===== src/hw/rtl/nopf_pkg.sv =====
// Shared constants and types of the neighbor outlier pixel filter.
package nopf_pkg;

	localparam int LEVEL_WIDTH    = 16;
	localparam int SLOT_COUNT     = 4;
	localparam int SLOT_IDX_WIDTH = $clog2(SLOT_COUNT);
	localparam int COUNT_WIDTH    = $clog2(SLOT_COUNT + 1);
	localparam int HEAD_DEPTH     = 3;
	localparam int POS_WIDTH      = 3;

	// Frame position codes: below POS_HEAD_DONE the head pixels are still collected
	localparam logic [POS_WIDTH-1:0] POS_HEAD_DONE = 3'd3;
	localparam logic [POS_WIDTH-1:0] POS_STEADY    = 3'd4;

	// Burst hand-over from the tracker to the result buffer
	typedef struct packed {
		logic                   load;
		logic [COUNT_WIDTH-1:0] count;
	} burst_ctl_t;

	// Per-slot flags: judge at drain time, stored replaced bit, frame end
	typedef struct packed {
		logic judge;
		logic replaced;
		logic last;
	} slot_flags_t;

endpackage


===== src/hw/rtl/nopf_in_if.sv =====
// Pixel input channel: valid/ready handshake with pixel and frame end mark.
interface nopf_in_if #(
	parameter int PIXEL_WIDTH = 16
);
	logic                          valid;
	logic                          ready;
	logic signed [PIXEL_WIDTH-1:0] pixel_in;
	logic                          frame_end_in;

	modport source (output valid, output pixel_in, output frame_end_in, input ready);
	modport sink   (input valid, input pixel_in, input frame_end_in, output ready);
endinterface


===== src/hw/rtl/nopf_out_if.sv =====
// Result output channel: valid/ready handshake with filtered pixel and flags.
interface nopf_out_if #(
	parameter int PIXEL_WIDTH = 16
);
	logic                          valid;
	logic                          ready;
	logic signed [PIXEL_WIDTH-1:0] pixel_out;
	logic                          was_replaced;
	logic                          frame_end_out;

	modport source (output valid, output pixel_out, output was_replaced,
		output frame_end_out, input ready);
	modport sink   (input valid, input pixel_out, input was_replaced,
		input frame_end_out, output ready);
endinterface


===== src/hw/rtl/neighbor_outlier_pixel_filter_core.sv =====
// A result passes the input register, the slot buffer and the output register.
// Throughput: one pixel per cycle while each transfer releases one result and results is ready;
// a transfer that releases n results (three on a frame's fourth pixel, two on the last pixel of a
// longer frame, up to four for short and four-pixel frames) stalls the input while a four-slot
// result buffer drains one per cycle, itself held while results is not ready. Reset clears
// valids, frame position, buffer count and the outlier level; stored pixel values are not reset.
module neighbor_outlier_pixel_filter_core #(
	parameter int PIXEL_WIDTH = 16
) (
	input  logic                                clk,
	input  logic                                arst_n,
	input  logic                                cfg_we,
	input  logic [nopf_pkg::LEVEL_WIDTH-1:0]    cfg_wdata,
	nopf_in_if.sink                             pixels,
	nopf_out_if.source                          results
);
	localparam int CW = nopf_pkg::COUNT_WIDTH;

	logic [nopf_pkg::LEVEL_WIDTH-1:0] level_q;
	nopf_pkg::burst_ctl_t             ctl;
	logic                             burst_free;
	logic signed [PIXEL_WIDTH-1:0]    slot_cand  [nopf_pkg::SLOT_COUNT];
	logic signed [PIXEL_WIDTH-1:0]    slot_left  [nopf_pkg::SLOT_COUNT];
	logic signed [PIXEL_WIDTH-1:0]    slot_right [nopf_pkg::SLOT_COUNT];
	nopf_pkg::slot_flags_t            slot_flags [nopf_pkg::SLOT_COUNT];

	// Hold the outlier level
	always_ff @(posedge clk or negedge arst_n) begin
		if (!arst_n) begin
			level_q <= '0;
		end else if (cfg_we) begin
			level_q <= cfg_wdata;
		end
	end

	nopf_track #(.PIXEL_WIDTH(PIXEL_WIDTH)) u_track (
		.clk        (clk),
		.arst_n     (arst_n),
		.level      (level_q),
		.pixels     (pixels),
		.burst_free (burst_free),
		.ctl        (ctl),
		.slot_cand  (slot_cand),
		.slot_left  (slot_left),
		.slot_right (slot_right),
		.slot_flags (slot_flags)
	);

	nopf_burst #(.PIXEL_WIDTH(PIXEL_WIDTH)) u_burst (
		.clk        (clk),
		.arst_n     (arst_n),
		.level      (level_q),
		.ctl        (ctl),
		.slot_cand  (slot_cand),
		.slot_left  (slot_left),
		.slot_right (slot_right),
		.slot_flags (slot_flags),
		.burst_free (burst_free),
		.results    (results)
	);

`ifndef SYNTHESIS
	a_load_only_when_free: assert property (@(posedge clk) disable iff (!arst_n)
		ctl.load |-> burst_free)
		else $error("result slots loaded while buffer still holds results");

	a_count_in_range: assert property (@(posedge clk) disable iff (!arst_n)
		ctl.load |-> (ctl.count <= CW'(nopf_pkg::SLOT_COUNT)))
		else $error("burst count exceeds slot count");
`endif
endmodule


===== src/hw/rtl/nopf_judge.sv =====
// Spike test of one pixel against two neighbors, with floor mean replacement.
module nopf_judge #(
	parameter int PIXEL_WIDTH = 16
) (
	input  logic signed [PIXEL_WIDTH-1:0]           cand,
	input  logic signed [PIXEL_WIDTH-1:0]           left,
	input  logic signed [PIXEL_WIDTH-1:0]           right,
	input  logic        [nopf_pkg::LEVEL_WIDTH-1:0] level,
	output logic signed [PIXEL_WIDTH-1:0]           result,
	output logic                                    replaced
);
	localparam int DW = PIXEL_WIDTH + 1;
	localparam int CW = (DW > nopf_pkg::LEVEL_WIDTH) ? DW : nopf_pkg::LEVEL_WIDTH;

	logic signed [DW-1:0] diff_l;
	logic signed [DW-1:0] diff_r;
	logic signed [DW-1:0] sum;
	logic signed [DW-1:0] mean;
	logic        [DW-1:0] mag_l;
	logic        [DW-1:0] mag_r;
	logic        [CW-1:0] mag_l_w;
	logic        [CW-1:0] mag_r_w;
	logic        [CW-1:0] level_w;

	// Differences to both neighbors, one bit wider so they cannot wrap
	assign diff_l = {cand[PIXEL_WIDTH-1], cand} - {left[PIXEL_WIDTH-1], left};
	assign diff_r = {cand[PIXEL_WIDTH-1], cand} - {right[PIXEL_WIDTH-1], right};
	assign mag_l  = diff_l[DW-1] ? $unsigned(-diff_l) : $unsigned(diff_l);
	assign mag_r  = diff_r[DW-1] ? $unsigned(-diff_r) : $unsigned(diff_r);

	assign mag_l_w = CW'(mag_l);
	assign mag_r_w = CW'(mag_r);
	assign level_w = CW'(level);

	// Spike when far from both sides; a zero level disables the filter
	assign replaced = (level != '0) && (mag_l_w >= level_w) && (mag_r_w >= level_w);

	// Floor mean of the neighbors
	assign sum  = {left[PIXEL_WIDTH-1], left} + {right[PIXEL_WIDTH-1], right};
	assign mean = sum >>> 1;

	assign result = replaced ? mean[PIXEL_WIDTH-1:0] : cand;
endmodule


===== src/hw/rtl/nopf_track.sv =====
// Input register, frame position tracking and per-pixel decisions into result slots.
module nopf_track #(
	parameter int PIXEL_WIDTH = 16
) (
	input  logic                                    clk,
	input  logic                                    arst_n,
	input  logic        [nopf_pkg::LEVEL_WIDTH-1:0] level,
	nopf_in_if.sink                                 pixels,
	input  logic                                    burst_free,
	output nopf_pkg::burst_ctl_t                    ctl,
	output logic signed [PIXEL_WIDTH-1:0]           slot_cand  [nopf_pkg::SLOT_COUNT],
	output logic signed [PIXEL_WIDTH-1:0]           slot_left  [nopf_pkg::SLOT_COUNT],
	output logic signed [PIXEL_WIDTH-1:0]           slot_right [nopf_pkg::SLOT_COUNT],
	output nopf_pkg::slot_flags_t                   slot_flags [nopf_pkg::SLOT_COUNT]
);
	localparam int PW = nopf_pkg::POS_WIDTH;
	localparam int CW = nopf_pkg::COUNT_WIDTH;

	logic                          v_s1;
	logic signed [PIXEL_WIDTH-1:0] pix_s1;
	logic                          end_s1;

	logic [PW-1:0]                 pos_q;
	logic signed [PIXEL_WIDTH-1:0] head_q [nopf_pkg::HEAD_DEPTH];
	logic signed [PIXEL_WIDTH-1:0] prev_q;
	logic signed [PIXEL_WIDTH-1:0] pend_q;

	logic                          adv;
	logic                          is_short;
	logic                          is_head;
	logic signed [PIXEL_WIDTH-1:0] ja_cand;
	logic signed [PIXEL_WIDTH-1:0] ja_left;
	logic signed [PIXEL_WIDTH-1:0] ja_right;
	logic signed [PIXEL_WIDTH-1:0] fa;
	logic signed [PIXEL_WIDTH-1:0] fb;
	logic                          ra;
	logic                          rb;
	logic [CW-1:0]                 count;

	// Advance the input register whenever the result buffer can take its slots
	assign adv          = v_s1 & burst_free;
	assign pixels.ready = !v_s1 | burst_free;

	always_ff @(posedge clk or negedge arst_n) begin
		if (!arst_n) begin
			v_s1 <= 1'b0;
		end else if (pixels.ready) begin
			v_s1 <= pixels.valid;
		end
	end

	always_ff @(posedge clk) begin
		if (pixels.ready && pixels.valid) begin
			pix_s1 <= pixels.pixel_in;
			end_s1 <= pixels.frame_end_in;
		end
	end

	assign is_short = pos_q < nopf_pkg::POS_HEAD_DONE;
	assign is_head  = pos_q == nopf_pkg::POS_HEAD_DONE;

	// First decision: pixel 1 on head entry, else the pending raw pixel
	assign ja_cand  = is_head ? head_q[1] : pend_q;
	assign ja_left  = is_head ? head_q[0] : prev_q;
	assign ja_right = is_head ? head_q[2] : pix_s1;

	nopf_judge #(.PIXEL_WIDTH(PIXEL_WIDTH)) u_judge_a (
		.cand     (ja_cand),
		.left     (ja_left),
		.right    (ja_right),
		.level    (level),
		.result   (fa),
		.replaced (ra)
	);

	// Second decision on head entry: pixel 2 against final pixel 1 and the new raw pixel
	nopf_judge #(.PIXEL_WIDTH(PIXEL_WIDTH)) u_judge_b (
		.cand     (head_q[2]),
		.left     (fa),
		.right    (pix_s1),
		.level    (level),
		.result   (fb),
		.replaced (rb)
	);

	// Build slots; frames over three pixels judge pixel 0 and the last pixel on drain
	always_comb begin
		count = '0;
		for (int i = 0; i < nopf_pkg::SLOT_COUNT; i++) begin
			slot_cand[i]  = pix_s1;
			slot_left[i]  = pix_s1;
			slot_right[i] = pix_s1;
			slot_flags[i] = '0;
		end
		if (is_short) begin
			if (end_s1) begin
				count = CW'(pos_q) + CW'(1);
				for (int i = 0; i < nopf_pkg::HEAD_DEPTH; i++) begin
					if (PW'(i) < pos_q) begin
						slot_cand[i] = head_q[i];
					end
				end
				for (int i = 0; i < nopf_pkg::SLOT_COUNT; i++) begin
					if (PW'(i) == pos_q) begin
						slot_flags[i].last = 1'b1;
					end
				end
			end
		end else if (is_head) begin
			count = end_s1 ? CW'(nopf_pkg::SLOT_COUNT) : CW'(nopf_pkg::SLOT_COUNT - 1);
			slot_cand[0]           = head_q[0];
			slot_left[0]           = fa;
			slot_right[0]          = fb;
			slot_flags[0].judge    = 1'b1;
			slot_cand[1]           = fa;
			slot_flags[1].replaced = ra;
			slot_cand[2]           = fb;
			slot_flags[2].replaced = rb;
			slot_left[3]           = fb;
			slot_right[3]          = fa;
			slot_flags[3].judge    = 1'b1;
			slot_flags[3].last     = 1'b1;
		end else begin
			count = end_s1 ? CW'(2) : CW'(1);
			slot_cand[0]           = fa;
			slot_flags[0].replaced = ra;
			slot_left[1]           = fa;
			slot_right[1]          = prev_q;
			slot_flags[1].judge    = 1'b1;
			slot_flags[1].last     = 1'b1;
		end
	end

	assign ctl.load  = adv;
	assign ctl.count = count;

	// Advance the frame position; restart after the last pixel
	always_ff @(posedge clk or negedge arst_n) begin
		if (!arst_n) begin
			pos_q <= '0;
		end else if (adv) begin
			if (end_s1) begin
				pos_q <= '0;
			end else if (is_short) begin
				pos_q <= pos_q + PW'(1);
			end else begin
				pos_q <= nopf_pkg::POS_STEADY;
			end
		end
	end

	// Hold head pixels and the last final and pending raw pixel
	always_ff @(posedge clk) begin
		if (adv) begin
			if (is_short) begin
				for (int i = 0; i < nopf_pkg::HEAD_DEPTH; i++) begin
					if (PW'(i) == pos_q) begin
						head_q[i] <= pix_s1;
					end
				end
			end else if (is_head) begin
				prev_q <= fb;
				pend_q <= pix_s1;
			end else begin
				prev_q <= fa;
				pend_q <= pix_s1;
			end
		end
	end
endmodule


===== src/hw/rtl/nopf_burst.sv =====
// Result slots drained one per cycle while the output register is free or taken.
module nopf_burst #(
	parameter int PIXEL_WIDTH = 16
) (
	input  logic                                    clk,
	input  logic                                    arst_n,
	input  logic        [nopf_pkg::LEVEL_WIDTH-1:0] level,
	input  nopf_pkg::burst_ctl_t                    ctl,
	input  logic signed [PIXEL_WIDTH-1:0]           slot_cand  [nopf_pkg::SLOT_COUNT],
	input  logic signed [PIXEL_WIDTH-1:0]           slot_left  [nopf_pkg::SLOT_COUNT],
	input  logic signed [PIXEL_WIDTH-1:0]           slot_right [nopf_pkg::SLOT_COUNT],
	input  nopf_pkg::slot_flags_t                   slot_flags [nopf_pkg::SLOT_COUNT],
	output logic                                    burst_free,
	nopf_out_if.source                              results
);
	localparam int CW = nopf_pkg::COUNT_WIDTH;
	localparam int IW = nopf_pkg::SLOT_IDX_WIDTH;

	logic signed [PIXEL_WIDTH-1:0] cand_q  [nopf_pkg::SLOT_COUNT];
	logic signed [PIXEL_WIDTH-1:0] left_q  [nopf_pkg::SLOT_COUNT];
	logic signed [PIXEL_WIDTH-1:0] right_q [nopf_pkg::SLOT_COUNT];
	nopf_pkg::slot_flags_t         flags_q [nopf_pkg::SLOT_COUNT];
	logic [CW-1:0]                 rem_q;
	logic [IW-1:0]                 idx_q;

	logic                          out_v_q;
	logic signed [PIXEL_WIDTH-1:0] out_pix_q;
	logic                          out_rep_q;
	logic                          out_end_q;

	logic                          drain;
	logic signed [PIXEL_WIDTH-1:0] sel_cand;
	logic signed [PIXEL_WIDTH-1:0] sel_left;
	logic signed [PIXEL_WIDTH-1:0] sel_right;
	nopf_pkg::slot_flags_t         sel_flags;
	logic signed [PIXEL_WIDTH-1:0] j_res;
	logic                          j_rep;

	// Move one slot per cycle while the output register is free or being taken
	assign drain      = (rem_q != '0) && (!out_v_q || results.ready);
	assign burst_free = (rem_q == '0) || ((rem_q == CW'(1)) && drain);

	assign sel_cand  = cand_q[idx_q];
	assign sel_left  = left_q[idx_q];
	assign sel_right = right_q[idx_q];
	assign sel_flags = flags_q[idx_q];

	// Late decision for pixel 0 and the frame's last pixel
	nopf_judge #(.PIXEL_WIDTH(PIXEL_WIDTH)) u_judge (
		.cand     (sel_cand),
		.left     (sel_left),
		.right    (sel_right),
		.level    (level),
		.result   (j_res),
		.replaced (j_rep)
	);

	always_ff @(posedge clk or negedge arst_n) begin
		if (!arst_n) begin
			rem_q   <= '0;
			idx_q   <= '0;
			out_v_q <= 1'b0;
		end else begin
			if (ctl.load) begin
				rem_q <= ctl.count;
				idx_q <= '0;
			end else if (drain) begin
				rem_q <= rem_q - CW'(1);
				idx_q <= idx_q + IW'(1);
			end
			if (drain) begin
				out_v_q <= 1'b1;
			end else if (results.ready) begin
				out_v_q <= 1'b0;
			end
		end
	end

	// Capture slots and the result payload
	always_ff @(posedge clk) begin
		if (ctl.load) begin
			cand_q  <= slot_cand;
			left_q  <= slot_left;
			right_q <= slot_right;
			flags_q <= slot_flags;
		end
		if (drain) begin
			out_pix_q <= sel_flags.judge ? j_res : sel_cand;
			out_rep_q <= sel_flags.judge ? j_rep : sel_flags.replaced;
			out_end_q <= sel_flags.last;
		end
	end

	assign results.valid         = out_v_q;
	assign results.pixel_out     = out_pix_q;
	assign results.was_replaced  = out_rep_q;
	assign results.frame_end_out = out_end_q;
endmodule

===== src/flat_wrapper.sv =====
// flat-port wrapper written by rule: the top's interface ports become plain ports
module neighbor_outlier_pixel_filter_core_flat 
#(
	parameter int PIXEL_WIDTH = 16
)
  (clk, arst_n, cfg_we, cfg_wdata, pixels_valid, pixels_pixel_in, pixels_frame_end_in, pixels_ready, results_valid, results_pixel_out, results_was_replaced, results_frame_end_out, results_ready);
  nopf_in_if #(.PIXEL_WIDTH(PIXEL_WIDTH)) pixels_i ();
  nopf_out_if #(.PIXEL_WIDTH(PIXEL_WIDTH)) results_i ();
  input  logic clk;
  input  logic arst_n;
  input  logic cfg_we;
  input  logic [nopf_pkg::LEVEL_WIDTH-1:0] cfg_wdata;
  input wire logic [$bits(pixels_i.valid)-1:0] pixels_valid;
  input wire logic [$bits(pixels_i.pixel_in)-1:0] pixels_pixel_in;
  input wire logic [$bits(pixels_i.frame_end_in)-1:0] pixels_frame_end_in;
  output wire logic [$bits(pixels_i.ready)-1:0] pixels_ready;
  output wire logic [$bits(results_i.valid)-1:0] results_valid;
  output wire logic [$bits(results_i.pixel_out)-1:0] results_pixel_out;
  output wire logic [$bits(results_i.was_replaced)-1:0] results_was_replaced;
  output wire logic [$bits(results_i.frame_end_out)-1:0] results_frame_end_out;
  input wire logic [$bits(results_i.ready)-1:0] results_ready;
  assign pixels_i.valid = pixels_valid;
  assign pixels_i.pixel_in = pixels_pixel_in;
  assign pixels_i.frame_end_in = pixels_frame_end_in;
  assign pixels_ready = pixels_i.ready;
  assign results_valid = results_i.valid;
  assign results_pixel_out = results_i.pixel_out;
  assign results_was_replaced = results_i.was_replaced;
  assign results_frame_end_out = results_i.frame_end_out;
  assign results_i.ready = results_ready;
  neighbor_outlier_pixel_filter_core #(.PIXEL_WIDTH(PIXEL_WIDTH)) u_core (.clk(clk), .arst_n(arst_n), .cfg_we(cfg_we), .cfg_wdata(cfg_wdata), .pixels(pixels_i), .results(results_i));
endmodule

===== config.mk =====
export PLATFORM = sky130hd
export DESIGN_NAME = neighbor_outlier_pixel_filter_core_flat
export DESIGN_NICKNAME = d
export VERILOG_FILES = /design/src/hw/rtl/nopf_pkg.sv /design/src/hw/rtl/nopf_in_if.sv /design/src/hw/rtl/nopf_out_if.sv /design/src/hw/rtl/neighbor_outlier_pixel_filter_core.sv /design/src/hw/rtl/nopf_judge.sv /design/src/hw/rtl/nopf_track.sv /design/src/hw/rtl/nopf_burst.sv /design/src/flat_wrapper.sv
export SDC_FILE = /design/constraint.sdc
export NUM_CORES = 1
export LEC_CHECK = 0
export BUFFER_PORTS_ARGS = -buffer_cell sky130_fd_sc_hd__clkbuf_2
export CAP_MARGIN = 20
export CORE_MARGIN = 2
export CORE_UTILIZATION = 45
export CTS_CLUSTER_SIZE = 20
export DETAILED_ROUTE_END_ITERATION = 8
export SYNTH_ARGS = -nofsm -noshare
export SYNTH_HDL_FRONTEND = slang
export SYNTH_SLANG_ARGS = --single-unit
export TNS_END_PERCENT = 1

===== constraint.sdc =====
create_clock -name clk -period 18.4 [get_ports clk]
set_input_delay 4.6 -clock clk [delete_from_list [all_inputs] [get_ports clk]]
set_output_delay 4.6 -clock clk [all_outputs]
set_load 0.01 [all_outputs]

==> results of run 1 <==
layout make-up:
class	count	share of cell area (%)
inverter	177	2.59
clock buffer	40	3.47
tap	680	3.30
multi-input combinational	1905	55.7
sequential	278	31.9
timing repair buffer	97	2.35
clock inverter	23	0.709
worst max path at each step:
stage	slack (ps)	startpoint	cells past startpoint	end
final	4250	u_core.u_track.pos_q[0]	54	u_core.u_burst.cand_q[28]
after global routing	3250	u_core.u_track.pos_q[0]	54	u_core.u_burst.left_q[12]
after CTS	4330	u_core.u_track.pos_q[0]	54	u_core.u_burst.cand_q[28]
after detailed placement	4350	u_core.u_track.pos_q[0]	54	u_core.u_burst.cand_q[28]
after global placement	4830	u_core.u_track.pos_q[0]	54	u_core.u_burst.cand_q[28]
after floorplan	5670	u_core.u_track.pos_q[1]	56	u_core.u_track.prev_q[1]
placed cells by master, fill, tap and decap left out, types with 10 or more instances in the layout:
master       n
clkbuf_16   35
edfxtp_1   252
nand2_1    221
xnor2_1    126
nor2b_1     42
nor2_1     178
clkbuf_2    57
a211oi_1    11
o31a_1      10
a22oi_1     28
nand4_1     16
xor2_1      69
o21bai_1    10
o22ai_1     10
nand3_1     32
a21boi_0    10
mux2i_1     57
mux4_2      48
mux2_2      40
a21o_1      47
a2111oi_0   10
nand2b_1    30
buf_4       39
and3_1      27
a21oi_1    148
o211ai_1    17
dfrtp_1     24
nor4_1      11
o21ai_0    188
nor3_1      40
o21a_1      43
o21ai_1     13
a31oi_1     29
inv_1      171
ha_1       243
stage by stage:
step / setup slack [ps] / util [%] / instances
4_1_cts: 4330 / 50.1 / 3199
3_5_place_dp: 4350 / 48.0 / 3136
3_3_place_gp: 4830 / 47.9 / 3134
2_1_floorplan: 5670 / - / 2430
6_report: 4250 / 50.1 / 3200
5_1_grt: 3250 / 50.1 / 3200
synth_stat cells, drive strengths merged (43+ instances only):
cell type / n
inv: 177
mux4: 48
nor2: 179
mux2i: 57
a21o: 47
nand2: 221
xnor2: 126
a21oi: 153
ha: 245
xor2: 69
clkbuf: 53
edfxtp: 252
o21ai: 202
o21a: 43
layer usage:
metal  global-route usage (%)  vias to the layer above
met3                     3.01                      147
met4                     12.4                        0
li1                         -                     9119
met2                     43.8                      614
met1                     36.7                     9335
met5                        0                        -
kinds of logic after synthesis:
group / Yosys count / synth area share (%)
and+or+nand+nor: 654 / 13.1
AOI/OAI and AO/OA: 652 / 17.6
DFF: 278 / 35.0
adders and majority gates: 258 / 14.0
buffers and inverters: 247 / 3.99
xor gates and xnor gates: 195 / 7.28
muxes: 146 / 9.03
state kept, by name (all words and copies together), names as in the netlist, 2 cells and up:
register	count
u_core.u_burst.flags_q	9
u_core.u_burst.idx_q	2
u_core.u_burst.right_q	32
u_core.u_track.prev_q	16
u_core.u_burst.cand_q	48
u_core.u_track.pix_s1	16
u_core.u_burst.rem_q	3
u_core.u_track.head_q	48
u_core.u_burst.left_q	48
u_core.u_track.pend_q	16
u_core.u_burst.results.pixel_out	16
u_core.level_q	16
u_core.u_track.pos_q	3
worst min-delay path: stages, from the launching register on:
cell,delay (ps)
dfrtp_1,410
nand2_1,70
nand2_1,50
==> qor.txt, run 1 <==
Placed Area = 24,700 um^2
setup repair bufs after CTS = 0
number of port buffers = 57
Syn Area/Cell = 9.65 um^2
share of cells above drive strength 1 = 11.2%
Hold Path Stages = 2
core area = 51,400 um^2
WL final = 73,500 um
Row Count = 83
Antenna Nets Post-Route = 0
CTS hold repair buffers = 0
CP delay by family, top = compound AO/OA/AOI/OAI gates
met2 wire length = 33,300 um
FFs w/ async S/R, synth = 9.35%
Mapped Area = 23,500 um^2
pin count of the biggest net entering global routing = 89
syn_nets = 2,721
clock slew at reported path FFs = 60 ps
initial core utilization = 45.6%
met1 WL = 32,500 um
reg2reg start = u_core.u_track.pos_q[0]
worst path arrival time = 14,460 ps
Worst-Margin Slew = 1010 ps
startpoint types = register
crit-path max cell delay = 580 ps
final setup vio count = 0
RSZ-0062 raised after global routing = false
Syn. warnings = 0
post-synthesis register bit count = 278
DP Wirelength = 57,900 um
HP Class = register to register
Resized Gates After CTS = 0
Final Hold Viols = 0
Slew Viols, Final = 0
First DRT Iteration DRCs = 1,702
Ports = 58
die width = 232 um
WS Path Type = register to register
antenna violations before repair = 2
Post-synth EDFFs = 252
Hold Slack = 565 ps
layout overhead on the synthesized area = 9.84%
first-pass GRT wire length = 111,000 um
slowest CP cell = ha_2
clk buf depth = 3
via count = 19,215
worst r2r path cells = 54
status = completed
die area = 54,000 um^2
CTS tree = done
Die Ht = 232 um
crit-path max FO = 47
Worst Path Required = 18,710 ps
maxcap violations = 0
DRC viols = 0
drt pass-1 iters = 5
Tmin final = 14,150 ps
vias in the first global route = 18,656
largest area contributor in the netlist = edfxtp_1
Layout fillers = 4,712
fin crit share = 76.9%
CTS root buffer = clkbuf_16
GRT Util Overall = 27.2%
Met3 Routed Length = 3990 um
H-Tree Depth = 2
grt total ovfl = 0
via/cell ratio = 6.00
hold path endpoint = u_core.u_burst.rem_q[2]
Sink Count = 278
Setup TNS = 0 ps
ANT cells = 0
ranking of synthesized cells by area = edfxtp_1 32%, ha_1 13%, xnor2_1 4.7%
cell mode on critical path = a21oi_1
Crit. End Element = register
Mapped Cells = 2,430
wire per inst = 23.0 um
area of the multi-input gates = 14,300 um^2
nets = 2,785
post-route cell area = 25,800 um^2
Placer Congestion = 0.972
clk_skew = 19.9 ps
flop2flop setup slack = 4250 ps
top cell type's share of synthesized area = 32.3%
sequential area share after synthesis = 35.0%
Skew-Pair Late Insertion Delay = 560 ps
FF+latch area = 8220 um^2
Fmax = 70.7 MHz
Max Used Layer = met4
CTS buffer count = 35
post-synth cell types = 81
Worst slew margin = 31.2%
Hold Crit Start = u_core.u_burst.rem_q[2]
WP buf/inv = 6
most common flop cell mapped by yosys = edfxtp_1
worst r2r dst = u_core.u_burst.cand_q[28]
Power of run 1 is not shown: default switching activity piles up to over one toggle a cycle in this logic, so the estimate is an artifact.
==> run 2, diff against run 1 <==
==> constraint.sdc (replaced) <==
create_clock -name clk -period 12.8 [get_ports clk]
set_input_delay 3.2 -clock clk [delete_from_list [all_inputs] [get_ports clk]]
set_output_delay 3.2 -clock clk [all_outputs]
set_load 0.01 [all_outputs]
==> run 2 against run 1 <==
Net effect:
- critical path depth shrank 4
- worst hold slack gained 5.0 ps
- count of clock-buffer cells in the layout fell by 3
- global-route usage up 0.16 points
- fmax is 17% higher
- via count grew 0.80%
- routed wire length is 0.77% higher
- sequential cell count unchanged
- worst setup slack got worse by 3500 ps
- die area did not move
- utilization increased by 0.65 points
- first-iteration DRC count up 9.5%
==> qor.txt, run 2 (synthesized netlist as in run 1, its figures left out) <==
core area = 51,400 um^2
slowest CP cell = or3b_2
Slew Viols, Final = 0
Worst Path Required = 13,120 ps
die area = 54,000 um^2
via count = 19,369
crit-path max FO = 34
WS Path Type = register to register
met1 WL = 32,500 um
First DRT Iteration DRCs = 1,864
Placed Area = 24,800 um^2
Ports = 58
critical path endpoint = u_core.u_burst.cand_q[28]
clk buf depth = 3
Skew-Pair Late Insertion Delay = 560 ps
initial core utilization = 45.6%
clock slew at reported path FFs = 60 ps
worst r2r dst = u_core.u_burst.cand_q[28]
post-place setup slack = 579 ps
share of cells above drive strength 1 = 12.2%
first-pass GRT wire length = 112,000 um
Placer Congestion = 0.963
startpoint types = register
Met3 Routed Length = 4460 um
Fmax = 83.0 MHz
maxcap violations = 0
via/cell ratio = 6.02
worst path arrival time = 12,370 ps
Sink Count = 278
fin crit share = 94.2%
Antenna Nets Post-Route = 0
met2 wire length = 33,900 um
CTS root buffer = clkbuf_16
Final Hold Viols = 0
post-route cell area = 26,100 um^2
CTS tree = done
HP Class = register to register
Worst slew margin = 26.7%
CTS buffer count = 34
crit-path max cell delay = 500 ps
CTS hold repair buffers = 0
Crit. End Element = register
number of port buffers = 57
Tmin final = 12,050 ps
layout overhead on the synthesized area = 11.3%
largest registers = u_core.u_burst.cand_q: 48 flops, u_core.u_burst.left_q: 48 flops, u_core.u_track.head_q: 48 flops
wire per inst = 23.0 um
Max Used Layer = met4
Setup TNS = 0 ps
DRC viols = 0
commonest non-fill, non-tap cell in the layout = edfxtp_1
flop2flop setup slack = 750 ps
antenna violations before repair = 3
grt total ovfl = 0
worst r2r path cells = 50
DP Wirelength = 57,500 um
commonest cells after routing, fill and taps aside = 252 x edfxtp_1, 243 x ha_1, 221 x nand2_1, 188 x o21ai_0, 178 x nor2_1
nets = 2,804
die width = 232 um
Die Ht = 232 um
WL final = 74,100 um
final worst slack = 748 ps
reg2reg start = u_core.u_track.pos_q[1]
vias in the first global route = 18,942
final setup vio count = 0
GRT Util Overall = 27.3%
Worst setup startpoint = u_core.u_track.pos_q[1]
Worst-Margin Slew = 1100 ps
status = completed
H-Tree Depth = 2
drt pass-1 iters = 9
Layout fillers = 4,732
pin count of the biggest net entering global routing = 75
clk_skew = 22.1 ps
Row Count = 83
==> run 2: worst max-delay path, delay by kind of cell, from the launching register on <==
kind            cells  cell delay [ps]
compound gates     23             4870
xor+xnor            1              180
fa+ha+maj           6             1790
buf+inv             5              970
flops               1              490
mux                 2              620
simple gates       13             2800
==> run 2: worst min path at each step <==
stage	slack, ps	start	end	cells past startpoint
after global placement	540	u_core.u_burst.rem_q[2]	u_core.u_burst.rem_q[2]	2
after global routing	590	u_core.u_burst.rem_q[2]	u_core.u_burst.rem_q[2]	2
after CTS	570	u_core.u_burst.rem_q[2]	u_core.u_burst.rem_q[2]	2
after detailed placement	550	u_core.u_burst.rem_q[2]	u_core.u_burst.rem_q[2]	2
after floorplan	490	u_core.u_burst.rem_q[2]	u_core.u_burst.rem_q[2]	2
final	570	u_core.u_burst.rem_q[2]	u_core.u_burst.rem_q[2]	2
==> run 2: area by class of cell <==
cell class              instances  area, um^2  area share [%]
flip-flops and latches        278        8220            31.5
well taps                     680         851            3.26
clock buffers                  37         862            3.30
diodes                          1        2.50         0.00959
repair buffers                117         786            3.01
inverters                     177         667            2.56
multi-input cells            1905       14400            55.1
clock inverters                25         325            1.25
==> run 2: metal layers <==
metal	vias up	global-route usage [%]
met4	0	12.0
met5	-	0
met2	662	44.3
li1	9167	-
met3	137	2.81
met1	9403	37.0
==> run 2: what timing repair did <==
action                                  CTS  global route
gates resized for setup                   0            10
endpoints found under the setup margin    0            49
setup buffers                             0             2
==> run 2: metrics by stage <==
step,hold WS [ps],utilization [%],instances
after floorplan,495,-,2430
after global placement,536,48.3,3154
after detailed placement,547,48.3,3154
after CTS,569,50.6,3216
after global routing,592,50.8,3219
final,570,50.8,3220
Power of run 2 is left out for the same reason.
